[src/nrtc_pkg.sv]
// ----------------------------------------------------------------------------
// nrtc_pkg
// Shared types and constants of the NMEA RMC time checker.
// ----------------------------------------------------------------------------
package nrtc_pkg;

  // ASCII codes
  localparam logic [7:0] CH_NL     = 8'd10;
  localparam logic [7:0] CH_DOLLAR = 8'h24;
  localparam logic [7:0] CH_STAR   = 8'h2A;
  localparam logic [7:0] CH_COMMA  = 8'h2C;
  localparam logic [7:0] CH_ZERO   = 8'h30;
  localparam logic [7:0] CH_NINE   = 8'h39;
  localparam logic [7:0] CH_UA     = 8'h41;
  localparam logic [7:0] CH_UF     = 8'h46;
  localparam logic [7:0] CH_E      = 8'h45;
  localparam logic [7:0] CH_R      = 8'h52;
  localparam logic [7:0] CH_V      = 8'h56;

  // 'A' - 10, maps hex letters to 10..15
  localparam logic [7:0] HEX_ALPHA_OFS = 8'd55;

  // line layout
  localparam logic [7:0] POS_FIRST     = 8'd1;
  localparam logic [7:0] POS_TYPE      = 8'd4;
  localparam logic [7:0] POS_TIME_LAST = 8'd13;
  localparam logic [7:0] POS_MAX       = 8'd255;

  localparam logic [1:0] COMMA_TIME   = 2'd1;
  localparam logic [1:0] COMMA_STATUS = 2'd2;
  localparam logic [1:0] COMMA_MAX    = 2'd3;

  localparam logic [2:0] CAP_DIGITS  = 3'd6;
  localparam logic [2:0] SUM_DIGITS  = 3'd4;
  localparam logic [2:0] BAD_DIGITS  = 3'd7;

  localparam logic [4:0] HOURS_DAY = 5'd24;

  // result kinds
  localparam logic KIND_SENTENCE = 1'b0;
  localparam logic KIND_END      = 1'b1;

  // configuration space
  localparam int unsigned   ADDR_W          = 3;
  localparam logic [2:0]    ADDR_HOUR_OFS   = 3'd0;
  localparam logic [4:0]    HOUR_OFS_RST    = 5'd8;

  // one result beat
  typedef struct packed {
    logic       line_kind;
    logic       accepted;
    logic [4:0] hour;
    logic [3:0] minute_tens;
    logic [3:0] minute_ones;
    logic [3:0] second_tens;
    logic [3:0] second_ones;
  } res_t;

  // hex digit decode: bit 4 set when the character is a valid digit
  function automatic logic [4:0] hex_decode(input logic [7:0] c);
    logic [7:0] v;
    begin
      v = 8'd0;
      if (c >= CH_ZERO && c <= CH_NINE) begin
        v = c - CH_ZERO;
        hex_decode = {1'b1, v[3:0]};
      end else if (c >= CH_UA && c <= CH_UF) begin
        v = c - HEX_ALPHA_OFS;
        hex_decode = {1'b1, v[3:0]};
      end else begin
        hex_decode = 5'd0;
      end
    end
  endfunction

  // x mod 24 for x < 256: quotient by reciprocal 171/4096, exact in range
  function automatic logic [4:0] mod24(input logic [7:0] x);
    logic [15:0] prod;
    logic [3:0]  q;
    logic [7:0]  qx;
    logic [7:0]  r;
    begin
      prod  = {8'd0, x} * 16'd171;
      q     = prod[15:12];
      qx    = {4'd0, q} * {3'd0, HOURS_DAY};
      r     = x - qx;
      mod24 = r[4:0];
    end
  endfunction

endpackage

[src/nrtc_parse.sv]
// ----------------------------------------------------------------------------
// nrtc_parse
// Per-character sentence state: checksum, type/status checks, time capture
// and the held time. Produces at most one result per character.
// ----------------------------------------------------------------------------
module nrtc_parse import nrtc_pkg::*; (
  input  logic       clk,
  input  logic       rst_n,
  input  logic       step,
  input  logic [7:0] chr,
  input  logic [4:0] hour_ofs,
  output logic       res_vld,
  output res_t       res
);

  logic [7:0]  pos_r, pos_nxt;
  logic [1:0]  comma_r, comma_nxt;
  logic [7:0]  xor_r, xor_nxt;
  logic        star_r, star_nxt;
  logic [15:0] sum_r, sum_nxt;
  logic [2:0]  dig_cnt_r, dig_cnt_nxt;
  logic        bad_r, bad_nxt;
  logic        skip_r, skip_nxt;
  logic [2:0]  cap_cnt_r, cap_cnt_nxt;
  logic [3:0]  cap_r [6];
  logic [3:0]  cap_nxt [6];
  logic [4:0]  held_hour_r, held_hour_nxt;
  logic [3:0]  held_ms_r [4];
  logic [3:0]  held_ms_nxt [4];

  logic [7:0]  pos;
  logic [4:0]  hexv;
  logic        ok;
  logic [7:0]  hh;
  logic [7:0]  hh_ofs;
  logic [7:0]  dig;

  // captured hour plus offset
  assign hh     = {4'd0, cap_r[0]} * 8'd10 + {4'd0, cap_r[1]};
  assign hh_ofs = hh + {3'd0, hour_ofs};
  assign ok     = !bad_r && dig_cnt_r != BAD_DIGITS && {8'd0, xor_r} == sum_r;
  assign hexv   = hex_decode(chr);
  assign pos    = (pos_r < POS_MAX) ? pos_r + 8'd1 : pos_r;
  assign dig    = chr - CH_ZERO;

  // next state and result for one character
  always_comb begin
    pos_nxt       = pos_r;
    comma_nxt     = comma_r;
    xor_nxt       = xor_r;
    star_nxt      = star_r;
    sum_nxt       = sum_r;
    dig_cnt_nxt   = dig_cnt_r;
    bad_nxt       = bad_r;
    skip_nxt      = skip_r;
    cap_cnt_nxt   = cap_cnt_r;
    cap_nxt       = cap_r;
    held_hour_nxt = held_hour_r;
    held_ms_nxt   = held_ms_r;
    res_vld       = 1'b0;
    res.line_kind = KIND_SENTENCE;
    res.accepted  = 1'b0;

    if (chr == CH_NL) begin
      // end of line: report a sentence line, then clear the line state
      if (!skip_r) begin
        res_vld  = 1'b1;
        res.accepted = ok;
        if (ok) begin
          held_hour_nxt  = mod24(hh_ofs);
          held_ms_nxt[0] = cap_r[2];
          held_ms_nxt[1] = cap_r[3];
          held_ms_nxt[2] = cap_r[4];
          held_ms_nxt[3] = cap_r[5];
        end
      end else if (bad_r) begin
        res_vld = 1'b1;
      end
      pos_nxt     = 8'd0;
      comma_nxt   = 2'd0;
      xor_nxt     = 8'd0;
      star_nxt    = 1'b0;
      sum_nxt     = 16'd0;
      dig_cnt_nxt = 3'd0;
      bad_nxt     = 1'b0;
      skip_nxt    = 1'b0;
      cap_cnt_nxt = 3'd0;
      for (int i = 0; i < 6; i++) cap_nxt[i] = 4'd0;
    end else if (!skip_r) begin
      pos_nxt = pos;
      if (pos == POS_FIRST && chr == CH_E) begin
        // end marker line
        res_vld       = 1'b1;
        res.line_kind = KIND_END;
        skip_nxt      = 1'b1;
        bad_nxt       = 1'b0;
      end else begin
        // checksum text after the star
        if (star_r && dig_cnt_r != BAD_DIGITS) begin
          if (hexv[4] && dig_cnt_r < SUM_DIGITS) begin
            sum_nxt     = {sum_r[11:0], hexv[3:0]};
            dig_cnt_nxt = dig_cnt_r + 3'd1;
          end else begin
            dig_cnt_nxt = BAD_DIGITS;
          end
        end

        // field tracking
        if (comma_r == COMMA_TIME && pos <= POS_TIME_LAST) begin
          if (cap_cnt_r < CAP_DIGITS) begin
            cap_nxt[cap_cnt_r] = dig[3:0];
            cap_cnt_nxt        = cap_cnt_r + 3'd1;
          end
        end else if (chr == CH_COMMA) begin
          if (comma_r < COMMA_MAX) comma_nxt = comma_r + 2'd1;
        end else if (chr != CH_R && pos == POS_TYPE && comma_r == 2'd0) begin
          bad_nxt = 1'b1;
        end else if (chr == CH_V && comma_r == COMMA_STATUS) begin
          bad_nxt = 1'b1;
        end

        // running XOR up to the star
        if (chr != CH_DOLLAR && chr != CH_STAR && !star_r) begin
          xor_nxt = xor_r ^ chr;
        end else if (chr == CH_STAR) begin
          star_nxt = 1'b1;
        end

        if (bad_nxt) skip_nxt = 1'b1;
      end
    end

    res.hour        = held_hour_nxt;
    res.minute_tens = held_ms_nxt[0];
    res.minute_ones = held_ms_nxt[1];
    res.second_tens = held_ms_nxt[2];
    res.second_ones = held_ms_nxt[3];
  end

  // state registers
  always_ff @(posedge clk) begin
    if (!rst_n) begin
      pos_r       <= 8'd0;
      comma_r     <= 2'd0;
      xor_r       <= 8'd0;
      star_r      <= 1'b0;
      sum_r       <= 16'd0;
      dig_cnt_r   <= 3'd0;
      bad_r       <= 1'b0;
      skip_r      <= 1'b0;
      cap_cnt_r   <= 3'd0;
      held_hour_r <= 5'd0;
      for (int i = 0; i < 6; i++) cap_r[i] <= 4'd0;
      for (int i = 0; i < 4; i++) held_ms_r[i] <= 4'd0;
    end else if (step) begin
      pos_r       <= pos_nxt;
      comma_r     <= comma_nxt;
      xor_r       <= xor_nxt;
      star_r      <= star_nxt;
      sum_r       <= sum_nxt;
      dig_cnt_r   <= dig_cnt_nxt;
      bad_r       <= bad_nxt;
      skip_r      <= skip_nxt;
      cap_cnt_r   <= cap_cnt_nxt;
      held_hour_r <= held_hour_nxt;
      cap_r       <= cap_nxt;
      held_ms_r   <= held_ms_nxt;
    end
  end

  // checks
  a_hour_range: assert property (@(posedge clk) disable iff (!rst_n)
    held_hour_r < HOURS_DAY)
    else $error("held hour out of range");

  a_cap_range: assert property (@(posedge clk) disable iff (!rst_n)
    cap_cnt_r <= CAP_DIGITS)
    else $error("capture count past six");

  a_dig_range: assert property (@(posedge clk) disable iff (!rst_n)
    dig_cnt_r <= SUM_DIGITS || dig_cnt_r == BAD_DIGITS)
    else $error("checksum digit count invalid");

  a_bad_skips: assert property (@(posedge clk) disable iff (!rst_n)
    bad_r |-> skip_r)
    else $error("rejected line not skipped");

endmodule

[config.mk]
export PLATFORM = sky130hd
export DESIGN_NAME = nrtc_parse
export DESIGN_NICKNAME = d
export VERILOG_FILES = /design/src/nrtc_pkg.sv /design/src/nrtc_parse.sv
export SDC_FILE = /design/constraint.sdc
export NUM_CORES = 1
export LEC_CHECK = 0
export ABC_AREA = 1
export BUFFER_PORTS_ARGS = -buffer_cell sky130_fd_sc_hd__buf_4
export CAP_MARGIN = 20
export CORE_MARGIN = 5
export CORE_UTILIZATION = 45
export CTS_BUF_LIST = sky130_fd_sc_hd__clkbuf_16
export DETAILED_ROUTE_END_ITERATION = 10
export SYNTH_ARGS = -nofsm -noshare
export SYNTH_HDL_FRONTEND = slang
export SYNTH_SLANG_ARGS = --single-unit
[constraint.sdc]
create_clock -name clk -period 13.34 [get_ports clk]
set_input_delay 2.001 -clock clk [delete_from_list [all_inputs] [get_ports clk]]
set_output_delay 2.001 -clock clk [all_outputs]
set_load 0.03 [all_outputs]
[Yosys cells after proc, flatten, opt, wreduce, memory -nomap -nowiden]
Index checks and enable logic that the tools add are counted.
Word-level totals
  bits in registers: 88
  input port bits: 16
  output and inout port bits: 24
  logic and storage cells: 166
Cells by class
  add/subtract/negate cells: 9
  multipliers: 3
  order comparisons: 11
  equality and inequality tests: 18
  multiplexer cells: 71
  bitwise operators: 2
  reductions and logical operators: 32
Operators by type and width (number)
  16-bit 2-to-1 mux: 8
  24-bit 2-to-1 mux: 5
  8-bit 2-to-1 mux: 7
  3-bit 2-to-1 mux: 10
  1-bit 2-to-1 mux: 27
  5-bit 2-to-1 mux: 5
  24-bit bitwise mux: 1
  8-bit by 16-bit equality test with 1-bit output: 1
  8-bit by 6-bit equality test with 1-bit output, second input constant: 2
  8-bit by 7-bit equality test with 1-bit output, second input constant: 2
  8-bit by 8-bit multiplier with 16-bit output, second input constant: 1
  8-bit by 6-bit != test with 1-bit output, second input constant: 2
  2-bit nonzero test: 8
  5-bit AND reduction: 3
  1-bit logical AND: 14
  4-bit demux with 3-bit select: 1
  2-bit 2-to-1 mux: 6
  8-bit by 1-bit adder with 8-bit output, second input constant: 1
  8-bit by 4-bit adder with 8-bit output: 1
  8-bit by 5-bit adder with 8-bit output: 1
  8-bit by 1-bit equality test with 1-bit output, second input constant: 1
  8-bit by 3-bit equality test with 1-bit output, second input constant: 1
  8-bit by 4-bit equality test with 1-bit output, second input constant: 1
  8-bit by 6-bit >= comparator with 1-bit output, second input constant: 1
  30 further kinds: 36

[Longest topological paths before layout]
  word-level depth: 15
  depth in mapped cells: 37
  gate-level depth less buffers: 37

[Worst setup path before layout]
Ideal clock, no wire load.
  path type: input port to output port
  start: in hour_ofs[1]
  end: out res[19] in the netlist's numbering
  data arrival time: 7233 ps
  required time: 11339 ps
  setup slack: 4106 ps
  stages: 21
  path buffers: 0
  cells stage by stage: inv_1 fa_1 inv_1 ha_1 inv_1 fa_1 xnor2_1 ha_1 fa_1 inv_1 fa_1 fa_1 inv_1 ha_1 nand2_1 nor2_1 nand3_1 nand4_1 nand2_1 ha_1 o21ai_0
RTL lines
  start, declared: RTL line nrtc_parse.sv:11  | input logic [4:0] hour_ofs,
  end, declared: RTL line nrtc_parse.sv:13  | output res_t res

==> metrics <==
status complete, no violations; Root Buffer Master clkbuf_16; synth-to-layout area growth 9.52%; Reg2Reg Capture Point held_hour_r[4]; CP Launch Type input port; GR Util met1 0.251; postcts setup bufs 0; GP Congestion a little over 0.8; global-route wire length before repair 24600 um; Die Y around 130 um; R2R setup slack around 7400 ps; Hold Path Sink cap_r[15]; initial antenna violation count 0; pwr/cell area between 80 and 90 nW/um^2; crit-path max FO 5; Tightest Pin Transition 715 ps; CTS hold repair buffers 0; clk_skew around 7.6 ps; DRC viols 0; met3 track demand over resource 0.0348; Setup Slack @ Placement 3620 ps; dpl cells ~1200; Vias 5818; hpwl dp approximately 11000 um; fin crit share 0.727; CP required between 10000 and 15000 ps; WHS Path Cells 2; hold_ws 461 ps; WL/cell 12.5 um; crit path buf inv count 10; multi-input logic area ~4100 sq um; synthesized instance count 967; post-route worst setup slack 3640 ps; Antenna Violating Nets Remaining 0; syn_nets 1060; worst skew pair latency 350 ps; placed cell areas 6970 sq um; # setup viols final 0; Largest delay share family, worst path adder cells; reg2reg path depth 36; Initial Utilization 0.458; Critical R2R Launch cap_r[23]; worst setup path start hour_ofs[1]; f_max 103 MHz; max_cap viols 0; Critical Path AT about 7700 ps; routed wire length 14800 um; warning count from the yosys run 0; Final #Nets between 1000 and 1500; fin area 7270 sq um; number of CTS-inserted buffers 9; drt via density 4.94; FF/Latch Area 1760 sq um; HP Start cap_r[15]; # IOs 40; FILL cells between 1500 and 2000; post_cts resized 0; total power 646 uW; fin. max-slew vios 0; P_leak between 3 and 4 nW; clock-pin slew on the worst setup and hold paths roughly 60 ps; relative slew slack 0.523; Longest Clk Path Bufs 2; highest-delay cell along the critical path fa_1; final core area utilization 0.502; GRT Total Usage 0.169; worst hold path type reg2reg; Crit Path Category in2out; synthesized area per cell 6.86 sq um; Finished Layout Cells 1177; #FFs+latches synth slightly below 90; PortBufs 39; Die W 131 um; Row Count 44; Crit. End Element output pin; CP dominant cell by count nand2_1; GR Util met2 0.249; layout cells sized above 1 0.105; total grt overflow 0; n_diodes 0; largest net degree at the start of global routing between 40 and 50; Peak VDD IR 59.0 uV; Setup TNS 0 ps; Synth Cell Area ~6600 sq um; synth unique cells 45; die area ~17000 sq um; Detailed Route Iter0 Violations roughly 380; vias in the first global route 5065; Clock Sinks between 80 and 90; Critical Path Max Stage Delay 550 ps; DR pass1 iterations 5; Final Hold Violating Endpoints 0; sequential area share after synthesis 0.266; min cycle time layout approximately 9700 ps; layer with the highest usage met1; RSZ-0062 raised after global routing false; H-tree depth 3; Core ar. around 14000 sq um; TritonCTS clock tree yes
-- worst min-delay path, stage by stage (launching register included) --
cell	delay (ps)
dfxtp_1	310
nand2_1	60
a21oi_1	50
-- cells by family after synthesis --
family	after synthesis	share of synthesized area
buffers and inverters	194	0.124
adders and majority gates	77	0.163
DFF	88	0.266
xor gates and xnor gates	18	0.0238
and+or+nand+nor	442	0.300
AOI/OAI and AO/OA	148	0.123
-- final cells by class --
class,instances,share of cell area
multi-input combinational,685,0.557
sequential,88,0.242
inverter,163,0.0852
timing repair buffer,41,0.0424
tap,184,0.0317
clock buffer,9,0.0310
clock inverter,7,0.00982
-- cells in the mapped netlist (all sizes together) --
library cell / n / area [sq um]
a211oi: 2 / 20.0
a21boi: 1 / 7.51
a21o: 1 / 7.51
a21oi: 80 / 400
a22oi: 1 / 7.51
a2bb2oi: 1 / 8.76
buf: 15 / 143
clkbuf: 16 / 60.1
clkinv: 2 / 12.5
dfxtp: 88 / 1760
fa: 16 / 320
ha: 61 / 763
inv: 161 / 607
nand2: 232 / 903
nand3: 59 / 343
nand3b: 1 / 7.51
nand4: 33 / 206
nor2: 85 / 349
nor3: 26 / 140
nor4: 3 / 25.0
o2111ai: 1 / 8.76
o21a: 1 / 7.51
o21ai: 56 / 318
o21bai: 2 / 15.0
o31ai: 2 / 15.0
or2: 3 / 18.8
xnor2: 8 / 70.1
xor2: 10 / 87.6
-- flip-flops by register name (all words and copies together), names as in the netlist --
name         count
comma_r          2
pos_r            8
sum_r           16
cap_r           24
bad_r            1
dig_cnt_r        3
held_hour_r      5
skip_r           1
xor_r            8
star_r           1
held_ms_r       16
cap_cnt_r        3
-- per-layer routing --
metal / vias to the layer above / share of wire
met5: - / 0
met4: 0 / 0.012
met3: 14 / 0.037
met2: 88 / 0.43
met1: 2561 / 0.52
li1: 3155 / -
-- placed cells by master (no fill, tap or decap), types with 2 or more instances in the layout --
cell type / n
clkinv_1: 2
o21ai_2: 10
nor2_4: 3
o21bai_1: 2
nand3_2: 7
nor4_1: 2
a21oi_1: 80
inv_2: 8
o31ai_1: 2
dfxtp_1: 88
inv_1: 152
ha_1: 61
nor3_1: 24
nand2_2: 4
clkbuf_16: 9
nor3_2: 2
nand4_1: 33
fa_1: 16
o21ai_1: 30
or2_2: 3
clkinvlp_4: 2
nand2_1: 225
nand3_1: 51
clkinv_4: 2
buf_4: 41
nor2_1: 79
nand2_4: 3
nor2_2: 3
o21ai_0: 16
xnor2_1: 8
xor2_1: 10
-- worst max-delay path by stage --
stage | to | cells after the start
final | res[20] | 34
after global routing | res[20] | 34
after CTS | res[20] | 34
after detailed placement | res[20] | 34
after global placement | res[20] | 34
after floorplan | res[19] | 21
-- power breakdown --
group / internal [mW] / switching (mW) / leakage (nW)
logic: 0.0433 / 0.0741 / 2.65
clock network: 0.145 / 0.110 / 0.139
registers: 0.269 / 0.00383 / 0.715
total: 0.458 / 0.188 / 3.50
Power figures use the tool's default switching activity.
